## src/sv/mwpc_pkg.sv

```systemverilog
package mwpc_pkg;

  localparam int TimeoutW    = 16;
  localparam int PhaseCountW = 12;
  localparam int PhaseW      = 3;
  localparam int CfgIndexW   = 3;
  localparam int CfgDataW    = 16;

  localparam logic [TimeoutW-1:0]    TimeoutReset   = TimeoutW'(3600);
  localparam logic [PhaseCountW-1:0] FirstPwrReset  = PhaseCountW'(31);
  localparam logic [PhaseCountW-1:0] OffReset       = PhaseCountW'(62);
  localparam logic [PhaseCountW-1:0] BootWaitReset  = PhaseCountW'(62);
  localparam logic [PhaseCountW-1:0] PressReset     = PhaseCountW'(93);

  typedef enum logic [CfgIndexW-1:0] {
    REG_TIMEOUT   = 3'd0,
    REG_FIRST_PWR = 3'd1,
    REG_OFF       = 3'd2,
    REG_BOOT_WAIT = 3'd3,
    REG_PRESS     = 3'd4
  } reg_index_t;

  localparam logic [PhaseW-1:0] PH_FIRST_OFF   = 3'd0;
  localparam logic [PhaseW-1:0] PH_BOOT        = 3'd1;
  localparam logic [PhaseW-1:0] PH_PRESS       = 3'd2;
  localparam logic [PhaseW-1:0] PH_MONITOR     = 3'd3;
  localparam logic [PhaseW-1:0] PH_RESTART_OFF = 3'd4;

  typedef enum logic [4:0] {
    ST_FIRST_OFF   = 5'b00001,
    ST_BOOT        = 5'b00010,
    ST_PRESS       = 5'b00100,
    ST_MONITOR     = 5'b01000,
    ST_RESTART_OFF = 5'b10000
  } state_t;

  typedef struct packed {
    logic [TimeoutW-1:0]    timeout_ticks;
    logic [PhaseCountW-1:0] first_power_ticks;
    logic [PhaseCountW-1:0] off_ticks;
    logic [PhaseCountW-1:0] boot_wait_ticks;
    logic [PhaseCountW-1:0] press_ticks;
  } cfg_t;

  typedef struct packed {
    logic                power_on;
    logic                cmd_on;
    logic [PhaseW-1:0]   phase;
    logic [TimeoutW-1:0] timeout_left;
  } result_t;

endpackage

```

## src/sv/mwpc_if.sv

```systemverilog
interface mwpc_in_if;
  logic valid;
  logic ready;
  logic resp_active;

  modport source(output valid, output resp_active, input ready);
  modport sink(input valid, input resp_active, output ready);
endinterface

interface mwpc_out_if;
  logic                              valid;
  logic                              ready;
  logic                              power_on;
  logic                              cmd_on;
  logic [mwpc_pkg::PhaseW-1:0]       phase;
  logic [mwpc_pkg::TimeoutW-1:0]     timeout_left;

  modport source(output valid, output power_on, output cmd_on, output phase,
                 output timeout_left, input ready);
  modport sink(input valid, input power_on, input cmd_on, input phase,
               input timeout_left, output ready);
endinterface

```

## src/sv/mwpc_cfg_regs.sv

```systemverilog
module mwpc_cfg_regs (
  input  logic                              clk,
  input  logic                              rst,
  input  logic                              cfg_we,
  input  logic [mwpc_pkg::CfgIndexW-1:0]    cfg_index,
  input  logic [mwpc_pkg::CfgDataW-1:0]     cfg_wdata,
  output mwpc_pkg::cfg_t                    cfg
);

  always_ff @(posedge clk) begin
    if (rst) begin
      cfg.timeout_ticks     <= mwpc_pkg::TimeoutReset;
      cfg.first_power_ticks <= mwpc_pkg::FirstPwrReset;
      cfg.off_ticks         <= mwpc_pkg::OffReset;
      cfg.boot_wait_ticks   <= mwpc_pkg::BootWaitReset;
      cfg.press_ticks       <= mwpc_pkg::PressReset;
    end else if (cfg_we) begin
      case (cfg_index)
        mwpc_pkg::REG_TIMEOUT: begin
          cfg.timeout_ticks <= cfg_wdata[mwpc_pkg::TimeoutW-1:0];
        end
        mwpc_pkg::REG_FIRST_PWR: begin
          cfg.first_power_ticks <= cfg_wdata[mwpc_pkg::PhaseCountW-1:0];
        end
        mwpc_pkg::REG_OFF: begin
          cfg.off_ticks <= cfg_wdata[mwpc_pkg::PhaseCountW-1:0];
        end
        mwpc_pkg::REG_BOOT_WAIT: begin
          cfg.boot_wait_ticks <= cfg_wdata[mwpc_pkg::PhaseCountW-1:0];
        end
        mwpc_pkg::REG_PRESS: begin
          cfg.press_ticks <= cfg_wdata[mwpc_pkg::PhaseCountW-1:0];
        end
        default: begin
        end
      endcase
    end
  end

endmodule

```

## src/sv/mwpc_sequencer.sv

```systemverilog
module mwpc_sequencer (
  input  logic               clk,
  input  logic               rst,
  input  logic               tick,
  input  logic               resp_active,
  input  mwpc_pkg::cfg_t     cfg,
  output mwpc_pkg::result_t  result
);

  mwpc_pkg::state_t                    state;
  mwpc_pkg::state_t                    state_next;
  logic [mwpc_pkg::PhaseCountW-1:0]    phase_count;
  logic [mwpc_pkg::PhaseCountW-1:0]    phase_count_next;
  logic [mwpc_pkg::TimeoutW-1:0]       timeout_count;
  logic [mwpc_pkg::TimeoutW-1:0]       timeout_count_next;
  logic [mwpc_pkg::TimeoutW-1:0]       timeout_dec;
  logic [mwpc_pkg::PhaseCountW-1:0]    duration;
  logic [mwpc_pkg::PhaseCountW-1:0]    count_inc;
  logic                                phase_done;

  always_comb begin
    case (state)
      mwpc_pkg::ST_FIRST_OFF:   duration = cfg.first_power_ticks;
      mwpc_pkg::ST_BOOT:        duration = cfg.boot_wait_ticks;
      mwpc_pkg::ST_PRESS:       duration = cfg.press_ticks;
      mwpc_pkg::ST_RESTART_OFF: duration = cfg.off_ticks;
      default:                  duration = '0;
    endcase
  end

  // A duration of zero behaves like one, since every stepped count is at least zero.
  assign count_inc  = phase_count + mwpc_pkg::PhaseCountW'(1);
  assign phase_done = (count_inc >= duration) || (count_inc == '0);

  always_comb begin
    if (resp_active) begin
      timeout_dec = cfg.timeout_ticks;
    end else if (timeout_count != '0) begin
      timeout_dec = timeout_count - mwpc_pkg::TimeoutW'(1);
    end else begin
      timeout_dec = timeout_count;
    end
  end

  always_comb begin
    state_next         = state;
    phase_count_next   = phase_count;
    timeout_count_next = timeout_count;
    case (state)
      mwpc_pkg::ST_FIRST_OFF, mwpc_pkg::ST_RESTART_OFF: begin
        phase_count_next = phase_done ? '0 : count_inc;
        if (phase_done) begin
          state_next = mwpc_pkg::ST_BOOT;
        end
      end
      mwpc_pkg::ST_BOOT: begin
        phase_count_next = phase_done ? '0 : count_inc;
        if (phase_done) begin
          state_next = mwpc_pkg::ST_PRESS;
        end
      end
      mwpc_pkg::ST_PRESS: begin
        phase_count_next = phase_done ? '0 : count_inc;
        if (phase_done) begin
          state_next         = mwpc_pkg::ST_MONITOR;
          timeout_count_next = cfg.timeout_ticks;
        end
      end
      mwpc_pkg::ST_MONITOR: begin
        timeout_count_next = timeout_dec;
        if (timeout_dec == '0) begin
          state_next       = mwpc_pkg::ST_RESTART_OFF;
          phase_count_next = '0;
        end
      end
      default: begin
        state_next       = mwpc_pkg::ST_FIRST_OFF;
        phase_count_next = '0;
      end
    endcase
  end

  always_ff @(posedge clk) begin
    if (rst) begin
      state         <= mwpc_pkg::ST_FIRST_OFF;
      phase_count   <= '0;
      timeout_count <= mwpc_pkg::TimeoutReset;
    end else if (tick) begin
      state         <= state_next;
      phase_count   <= phase_count_next;
      timeout_count <= timeout_count_next;
    end
  end

  always_comb begin
    result.timeout_left = timeout_count_next;
    result.power_on     = 1'b0;
    result.cmd_on       = 1'b0;
    case (state_next)
      mwpc_pkg::ST_FIRST_OFF: begin
        result.phase = mwpc_pkg::PH_FIRST_OFF;
      end
      mwpc_pkg::ST_BOOT: begin
        result.phase    = mwpc_pkg::PH_BOOT;
        result.power_on = 1'b1;
      end
      mwpc_pkg::ST_PRESS: begin
        result.phase    = mwpc_pkg::PH_PRESS;
        result.power_on = 1'b1;
        result.cmd_on   = 1'b1;
      end
      mwpc_pkg::ST_MONITOR: begin
        result.phase    = mwpc_pkg::PH_MONITOR;
        result.power_on = 1'b1;
      end
      mwpc_pkg::ST_RESTART_OFF: begin
        result.phase = mwpc_pkg::PH_RESTART_OFF;
      end
      default: begin
        result.phase = mwpc_pkg::PH_FIRST_OFF;
      end
    endcase
  end

endmodule

```

## src/sv/mwpc_out_buf.sv

```systemverilog
module mwpc_out_buf (
  input  logic               clk,
  input  logic               rst,
  input  logic               push,
  input  mwpc_pkg::result_t  push_data,
  output logic               full,
  input  logic               pop_ready,
  output logic               head_valid,
  output mwpc_pkg::result_t  head
);

  mwpc_pkg::result_t tail;
  logic              tail_valid;
  logic              pop;

  assign full = tail_valid;
  assign pop  = head_valid && pop_ready;

  always_ff @(posedge clk) begin
    if (rst) begin
      head_valid <= 1'b0;
      tail_valid <= 1'b0;
    end else if (pop) begin
      if (tail_valid) begin
        head_valid <= 1'b1;
        tail_valid <= push;
      end else begin
        head_valid <= push;
      end
    end else if (push) begin
      if (head_valid) begin
        tail_valid <= 1'b1;
      end else begin
        head_valid <= 1'b1;
      end
    end
  end

  always_ff @(posedge clk) begin
    if (pop) begin
      if (tail_valid) begin
        head <= tail;
        if (push) begin
          tail <= push_data;
        end
      end else if (push) begin
        head <= push_data;
      end
    end else if (push) begin
      if (head_valid) begin
        tail <= push_data;
      end else begin
        head <= push_data;
      end
    end
  end

endmodule

```

## src/sv/modem_watchdog_power_cycler_unit.sv

```systemverilog
// Channel   Role     Payload                                     Request taken when
// in_ch     sink     resp_active                                 valid && ready
// out_ch    source   power_on, cmd_on, phase, timeout_left       valid && ready
// cfg       write    cfg_index, cfg_wdata                        cfg_we
//
// Each accepted request updates the phase sequencer, and its result is registered into the
// output buffer at the same edge; one request per cycle is sustained while out_ch is ready.
// A two-entry output buffer holds results, so input is stalled only when two results
// wait. Reset is synchronous and active high; it restores the register defaults and
// places the sequencer in the first power-off phase with the timeout at 3600 ticks.
module modem_watchdog_power_cycler_unit (
  input  logic                             clk,
  input  logic                             rst,
  mwpc_in_if.sink                          in_ch,
  mwpc_out_if.source                       out_ch,
  input  logic                             cfg_we,
  input  logic [mwpc_pkg::CfgIndexW-1:0]   cfg_index,
  input  logic [mwpc_pkg::CfgDataW-1:0]    cfg_wdata
);

  mwpc_pkg::cfg_t    cfg;
  mwpc_pkg::result_t result;
  mwpc_pkg::result_t head;
  logic              full;
  logic              tick;

  assign in_ch.ready = !full;
  assign tick        = in_ch.valid && !full;

  mwpc_cfg_regs u_cfg_regs (
    .clk       (clk),
    .rst       (rst),
    .cfg_we    (cfg_we),
    .cfg_index (cfg_index),
    .cfg_wdata (cfg_wdata),
    .cfg       (cfg)
  );

  mwpc_sequencer u_sequencer (
    .clk         (clk),
    .rst         (rst),
    .tick        (tick),
    .resp_active (in_ch.resp_active),
    .cfg         (cfg),
    .result      (result)
  );

  mwpc_out_buf u_out_buf (
    .clk        (clk),
    .rst        (rst),
    .push       (tick),
    .push_data  (result),
    .full       (full),
    .pop_ready  (out_ch.ready),
    .head_valid (out_ch.valid),
    .head       (head)
  );

  assign out_ch.power_on     = head.power_on;
  assign out_ch.cmd_on       = head.cmd_on;
  assign out_ch.phase        = head.phase;
  assign out_ch.timeout_left = head.timeout_left;

endmodule

```

## src/flat_wrapper.sv

```systemverilog
// flat-port wrapper written by rule: the top's interface ports become plain ports
module modem_watchdog_power_cycler_unit_flat 
  (clk, rst, cfg_we, cfg_index, cfg_wdata, in_ch_valid, in_ch_resp_active, in_ch_ready, out_ch_valid, out_ch_power_on, out_ch_cmd_on, out_ch_phase, out_ch_timeout_left, out_ch_ready);
  mwpc_in_if in_ch_i ();
  mwpc_out_if out_ch_i ();
  input  logic clk;
  input  logic rst;
  input  logic cfg_we;
  input  logic [mwpc_pkg::CfgIndexW-1:0] cfg_index;
  input  logic [mwpc_pkg::CfgDataW-1:0] cfg_wdata;
  input wire logic [$bits(in_ch_i.valid)-1:0] in_ch_valid;
  input wire logic [$bits(in_ch_i.resp_active)-1:0] in_ch_resp_active;
  output wire logic [$bits(in_ch_i.ready)-1:0] in_ch_ready;
  output wire logic [$bits(out_ch_i.valid)-1:0] out_ch_valid;
  output wire logic [$bits(out_ch_i.power_on)-1:0] out_ch_power_on;
  output wire logic [$bits(out_ch_i.cmd_on)-1:0] out_ch_cmd_on;
  output wire logic [$bits(out_ch_i.phase)-1:0] out_ch_phase;
  output wire logic [$bits(out_ch_i.timeout_left)-1:0] out_ch_timeout_left;
  input wire logic [$bits(out_ch_i.ready)-1:0] out_ch_ready;
  assign in_ch_i.valid = in_ch_valid;
  assign in_ch_i.resp_active = in_ch_resp_active;
  assign in_ch_ready = in_ch_i.ready;
  assign out_ch_valid = out_ch_i.valid;
  assign out_ch_power_on = out_ch_i.power_on;
  assign out_ch_cmd_on = out_ch_i.cmd_on;
  assign out_ch_phase = out_ch_i.phase;
  assign out_ch_timeout_left = out_ch_i.timeout_left;
  assign out_ch_i.ready = out_ch_ready;
  modem_watchdog_power_cycler_unit u_core (.clk(clk), .rst(rst), .in_ch(in_ch_i), .out_ch(out_ch_i), .cfg_we(cfg_we), .cfg_index(cfg_index), .cfg_wdata(cfg_wdata));
endmodule
```

## config.mk

```make
export PLATFORM = sky130hd
export DESIGN_NAME = modem_watchdog_power_cycler_unit_flat
export DESIGN_NICKNAME = d
export VERILOG_FILES = /design/src/sv/mwpc_pkg.sv /design/src/sv/mwpc_if.sv /design/src/sv/mwpc_cfg_regs.sv /design/src/sv/mwpc_sequencer.sv /design/src/sv/mwpc_out_buf.sv /design/src/sv/modem_watchdog_power_cycler_unit.sv /design/src/flat_wrapper.sv
export SDC_FILE = /design/constraint.sdc
export NUM_CORES = 1
export LEC_CHECK = 0
export BUFFER_PORTS_ARGS = -buffer_cell sky130_fd_sc_hd__buf_2
export CAP_MARGIN = 30
export CORE_MARGIN = 2
export CORE_UTILIZATION = 50
export CTS_CLUSTER_DIAMETER = 50
export DETAILED_ROUTE_END_ITERATION = 6
export GPL_ROUTABILITY_DRIVEN = 0
export PLACE_DENSITY = 0.68
export SYNTH_ARGS = -nofsm -noshare
export SYNTH_HDL_FRONTEND = slang
export SYNTH_SLANG_ARGS = --single-unit
```

## constraint.sdc

```tcl
create_clock -name clk -period 7.2 [get_ports clk]
set_input_delay 0.72 -clock clk [delete_from_list [all_inputs] [get_ports clk]]
set_output_delay 0.72 -clock clk [all_outputs]
set_load 0.1 [all_outputs]
```

# --- Yosys cells after proc, flatten, opt, wreduce, memory -nomap -nowiden ---
# Cells that the tools add are included.
op_classes:
  magnitude_cmp: 1
  add_sub_neg: 2
  eq_ne: 17
  n_mux: 32
  reduce_logical: 23
op_table:
  columns: ["operator", "n"]
  rows:
  - ["21-bit two-way mux", 9]
  - ["16-bit two-way mux", 3]
  - ["12-bit case mux with 4 select lines", 1]
  - ["16-bit case mux with 2 select lines", 1]
  - ["12-bit two-way mux", 2]
  - ["12-bit case mux with 2 select lines", 1]
  - ["5-bit two-way mux", 4]
  - ["5-bit case mux with 4 select lines", 1]
  - ["16-bit zero test", 1]
  - ["16-bit nonzero test", 1]
  - ["16-bit by 1-bit subtractor with 16-bit output, second input constant", 1]
  - ["2-bit AND reduction", 7]
  - ["12-bit by 1-bit adder with 12-bit output, second input constant", 1]
  - ["12-bit greater-or-equal comparator", 1]
  - ["12-bit zero test", 1]
  - ["3-bit case mux with 4 select lines", 1]
  - ["5-bit by 2-bit == test with 1-bit output, second input constant", 2]
  - ["5-bit by 3-bit == test with 1-bit output, second input constant", 2]
  - ["5-bit by 4-bit == test with 1-bit output, second input constant", 2]
  - ["5-bit == test, second input constant", 2]
  - ["1-bit two-way mux", 9]
  - ["3-bit by 2-bit == test with 1-bit output, second input constant", 2]
  - ["2-bit inequality test, second input constant", 3]
  - ["2-bit nonzero test", 3]
  - ["other kinds (13)", 14]
word_totals:
  out_inout_bits: 23
  register_bits: 141

# --- Longest topological paths before layout ---
depth:
  word_depth: 12
  mapped_depth: 16
  mapped_depth_nobuf: 13

# --- By module ---
# Synthesis repeated with hierarchy kept, for this count alone.
unflattened:
  cells_unflattened: 749
  hier_area_um2: 7468.4
modules_own_cells:
  columns: ["mod", "instances", "area_per_inst_um2", "cells_each"]
  rows:
  - ["mwpc_sequencer", 1, 3220.6, 429]
  - ["mwpc_cfg_regs", 1, 2536.2, 239]
  - ["mwpc_out_buf", 1, 1701.6, 79]
  - ["modem_watchdog_power_cycler_unit", 1, 10.0, 2]

# --- Least setup slack after synthesis ---
# No wires, ideal clock.
synth_timing:
  path_kind: "reg2reg"
  startpoint: "register u_core.u_sequencer.state[2]"
  endpoint: "register u_core.u_out_buf.head[13] (netlist name)"
  path_buffers: 2
  arrival_ns: 3.761
  slack_ns: 3.179
  path_stages_with_launch: 16
  period_less_slack_ns: 4.021
  cell_sequence: "dfxtp_1 > or3_1 > nor3b_1 > clkbuf_1 > a22o_1 > a221oi_1 > ha_1 > a2111oi_0 > o21ai_0 > a211oi_1 > nor2_1 > a21oi_2 > buf_2 > nor3b_1 > a221o_1 > mux2_2"
synth_lines:
  columns: ["item", "line", "text"]
  rows:
  - ["from (decl)", "mwpc_sequencer.sv:10", "mwpc_pkg::state_t state;"]
  - ["from (signal assigned)", "mwpc_sequencer.sv:85", "state <= mwpc_pkg::ST_FIRST_OFF;"]
  - ["from (signal assigned)", "mwpc_sequencer.sv:89", "state <= state_next;"]

==> impl_metrics.json <==
{
  "outcome": "complete, no violations",
  "max_cap_violations": 0,
  "grt_setup_unrepaired": "no",
  "cp-start-kind": "flip-flop",
  "fin_nets": 901,
  "hpwl_um": 13500,
  "hold_path_class": "reg -> reg",
  "route.detailed.drc": 0,
  "fmax_ghz": 0.221,
  "clk_latency_ps": 430,
  "grt_max_degree": 102,
  "routed_wl_um": 19400,
  "syn_avg_cell_area_um2": 8.73,
  "r2r_slack_ps": 2670,
  "num_io_pins": 48,
  "pwr_density_cell_nw_per_um2": 252,
  "crit_start": "u_core.u_sequencer.state[2]",
  "cp_data_required_time_ps": 7380,
  "cts_inserted_buffers": 17,
  "tightest_slew_ps": 1020,
  "antenna_found_initial": 0,
  "area_growth_pct": 12.4,
  "ir_worst_vdd_uv": 208,
  "cts_root_buf": "clkbuf_16",
  "crit_path_max_fanout": 16,
  "ys_ff_latch": 141,
  "numPortBuffers": 47,
  "placed_cells": 1025,
  "fin_tns_setup_ps": 0,
  "ys_seq_area_frac": 0.441,
  "synth_ff_type": "dfxtp_1",
  "vias": 6446,
  "drive_gt1_frac": 0.143,
  "grt_usage": 0.250,
  "synth_cells": 842,
  "drt_pre_antenna_iters": 5,
  "die-height_um": 125,
  "core_um2": 14400,
  "end_kind": "flip-flop",
  "final-hold-violation-count": 0,
  "clock_skew_ps": 12.3,
  "cp.arrival_ps": 4720,
  "synth_common_cells": "nand2_1 (161), dfxtp_1 (99), a21oi_1 (73), nor2_1 (61), edfxtp_1 (42)",
  "pre_cts_slack_ps": 2730,
  "synthArstFlopShare": 0,
  "dieArea_um2": 15700,
  "post-route-worst-setup-slack_ps": 2670,
  "synth_edf_count": 42,
  "ys_top_cells_by_area": "dfxtp_1 (27%), edfxtp_1 (17%), nand2_1 (8.2%)",
  "max_slew_margin": 0.321,
  "path_clk_slew_ps": 60,
  "htreeDepth": 4,
  "start_util": 0.510,
  "wl_per_cell_um": 18.4,
  "yosysUniqueCellTypes": 78,
  "fin_util": 0.573,
  "synth.most_common_cell": "nand2_1",
  "post_cts_resize_count": 0,
  "maxSlewViolCount": 0,
  "cts_tree": "built",
  "min_period_ps": 4530,
  "mappedNetlistNets": 882,
  "endpoint": "u_core.u_out_buf.head[4]",
  "synth_top_area_share": 0.270,
  "grt_pass1_wl_um": 31600,
  "clock-sinks": 141,
  "cts-hold-fix-buffers": 0,
  "syn_area_um2": 7350,
  "cts_setup_buffers": 0,
  "timing.rr.start": "u_core.u_sequencer.state[2]",
  "final_cells": 1058,
  "postRouteAntennaNets": 0,
  "p_leak_uw": 0.00320,
  "reg2regPathDepth": 14,
  "fp-row-count": 44,
  "cts_max_path_buffers": 2,
  "drt_iter0_drc": 607,
  "r2r-end": "u_core.u_out_buf.head[4]",
  "finalSetupViolCount": 0,
  "diodes": 0,
  "yosysTopAreaCell": "dfxtp_1",
  "grt_pass1_vias": 6019,
  "grt-ovfl-total": 0,
  "worstSetupPathType": "reg -> reg",
  "yosysWarnings": 0,
  "viasPerCell": 6.09,
  "hold_ws_ps": 455,
  "die_x_um": 125,
  "period_share": 0.630
}
[through the flow]
step	total power (uW)	instance area [um^2]
floorplan	1130	7350
global placement	1200	7630
detailed placement	1200	7650
CTS	2090	8250
global route	2160	8260
finish	2080	8260
[routing by layer]
layer	track usage	share of wire	wire, um
met5	0	0	0
met3	0.0586	0.080	1560
met4	0.110	0.032	621
met1	0.350	0.46	8870
met2	0.372	0.43	8370
[worst max-delay path, cell delays in order (launching register included)]
cell and delay, ps:
dfxtp_1 350, or3_1 410, nor3b_1 210, buf_4 260
a22o_1 160, a221oi_1 50, ha_1 300, a2111oi_0 440
o21ai_0 150, a211oi_1 270, nor2_1 90, a21oi_2 460
o22ai_2 370, a221o_1 480, mux2_2 270
[placed cells by master, fill, tap and decap left out, drive strengths merged, types with 4 or more instances in the layout]
master	instances
nor2b	6
nor4	8
a221o	5
clkbuf	24
ha	15
nor2	63
buf	57
dfxtp	99
o21ai	23
and2	6
xor2	5
o31a	5
a31o	5
a21o	4
nand3	20
a311oi	5
a22oi	5
nand2	161
or3	5
a211oi	18
nand4	10
o21a	9
inv	24
nand2b	8
and3	7
a31oi	12
clkinv	4
a22o	12
a21oi	75
nand3b	26
mux2	5
and4	4
xnor2	8
mux2i	6
nor3	21
a221oi	15
edfxtp	42
nor3b	9
[worst min path at each step]
stage | startpoint | end | slack (ps) | cells past startpoint
final | u_core.u_cfg_regs.cfg[35] | u_core.u_cfg_regs.cfg[35] | 450 | 2
after global routing | u_core.u_cfg_regs.cfg[10] | u_core.u_cfg_regs.cfg[10] | 470 | 2
after CTS | u_core.u_cfg_regs.cfg[47] | u_core.u_cfg_regs.cfg[47] | 460 | 2
after detailed placement | u_core.u_cfg_regs.cfg[47] | u_core.u_cfg_regs.cfg[47] | 450 | 2
after global placement | u_core.u_cfg_regs.cfg[41] | u_core.u_cfg_regs.cfg[41] | 440 | 2
after floorplan | u_core.u_cfg_regs.cfg[12] | u_core.u_cfg_regs.cfg[12] | 440 | 2
[logic make-up after synthesis]
group / share of synthesized area
simple gates: 0.250
fa+ha+maj: 0.0255
flops: 0.441
buf+inv: 0.0460
xor+xnor: 0.0155
mux: 0.0158
compound gates: 0.206
[final cells by class]
class,count,area (um^2)
fillers,1299,6160
multi-input cells,621,3780
flip-flops and latches,141,3240
clock buffers,24,497
repair buffers,57,325
well taps,184,230
clock inverters,8,105
inverters,23,86.3
[state kept, by name (all words and copies together), names as in the netlist]
signal / count
u_core.u_out_buf.head_valid: 1
u_core.u_out_buf.head: 21
u_core.u_out_buf.full: 1
u_core.u_out_buf.tail: 21
u_core.u_cfg_regs.cfg: 64
u_core.u_sequencer.phase_count: 12
u_core.u_sequencer.state: 5
u_core.u_sequencer.timeout_count: 16
[report_power, final]
part           switching [uW]  internal, uW  total [uW]
Sequential               31.7           855         886
Combinational             218          88.0         306
Clock                     339           554         892
Note: power is estimated with default switching activity, not from simulation.
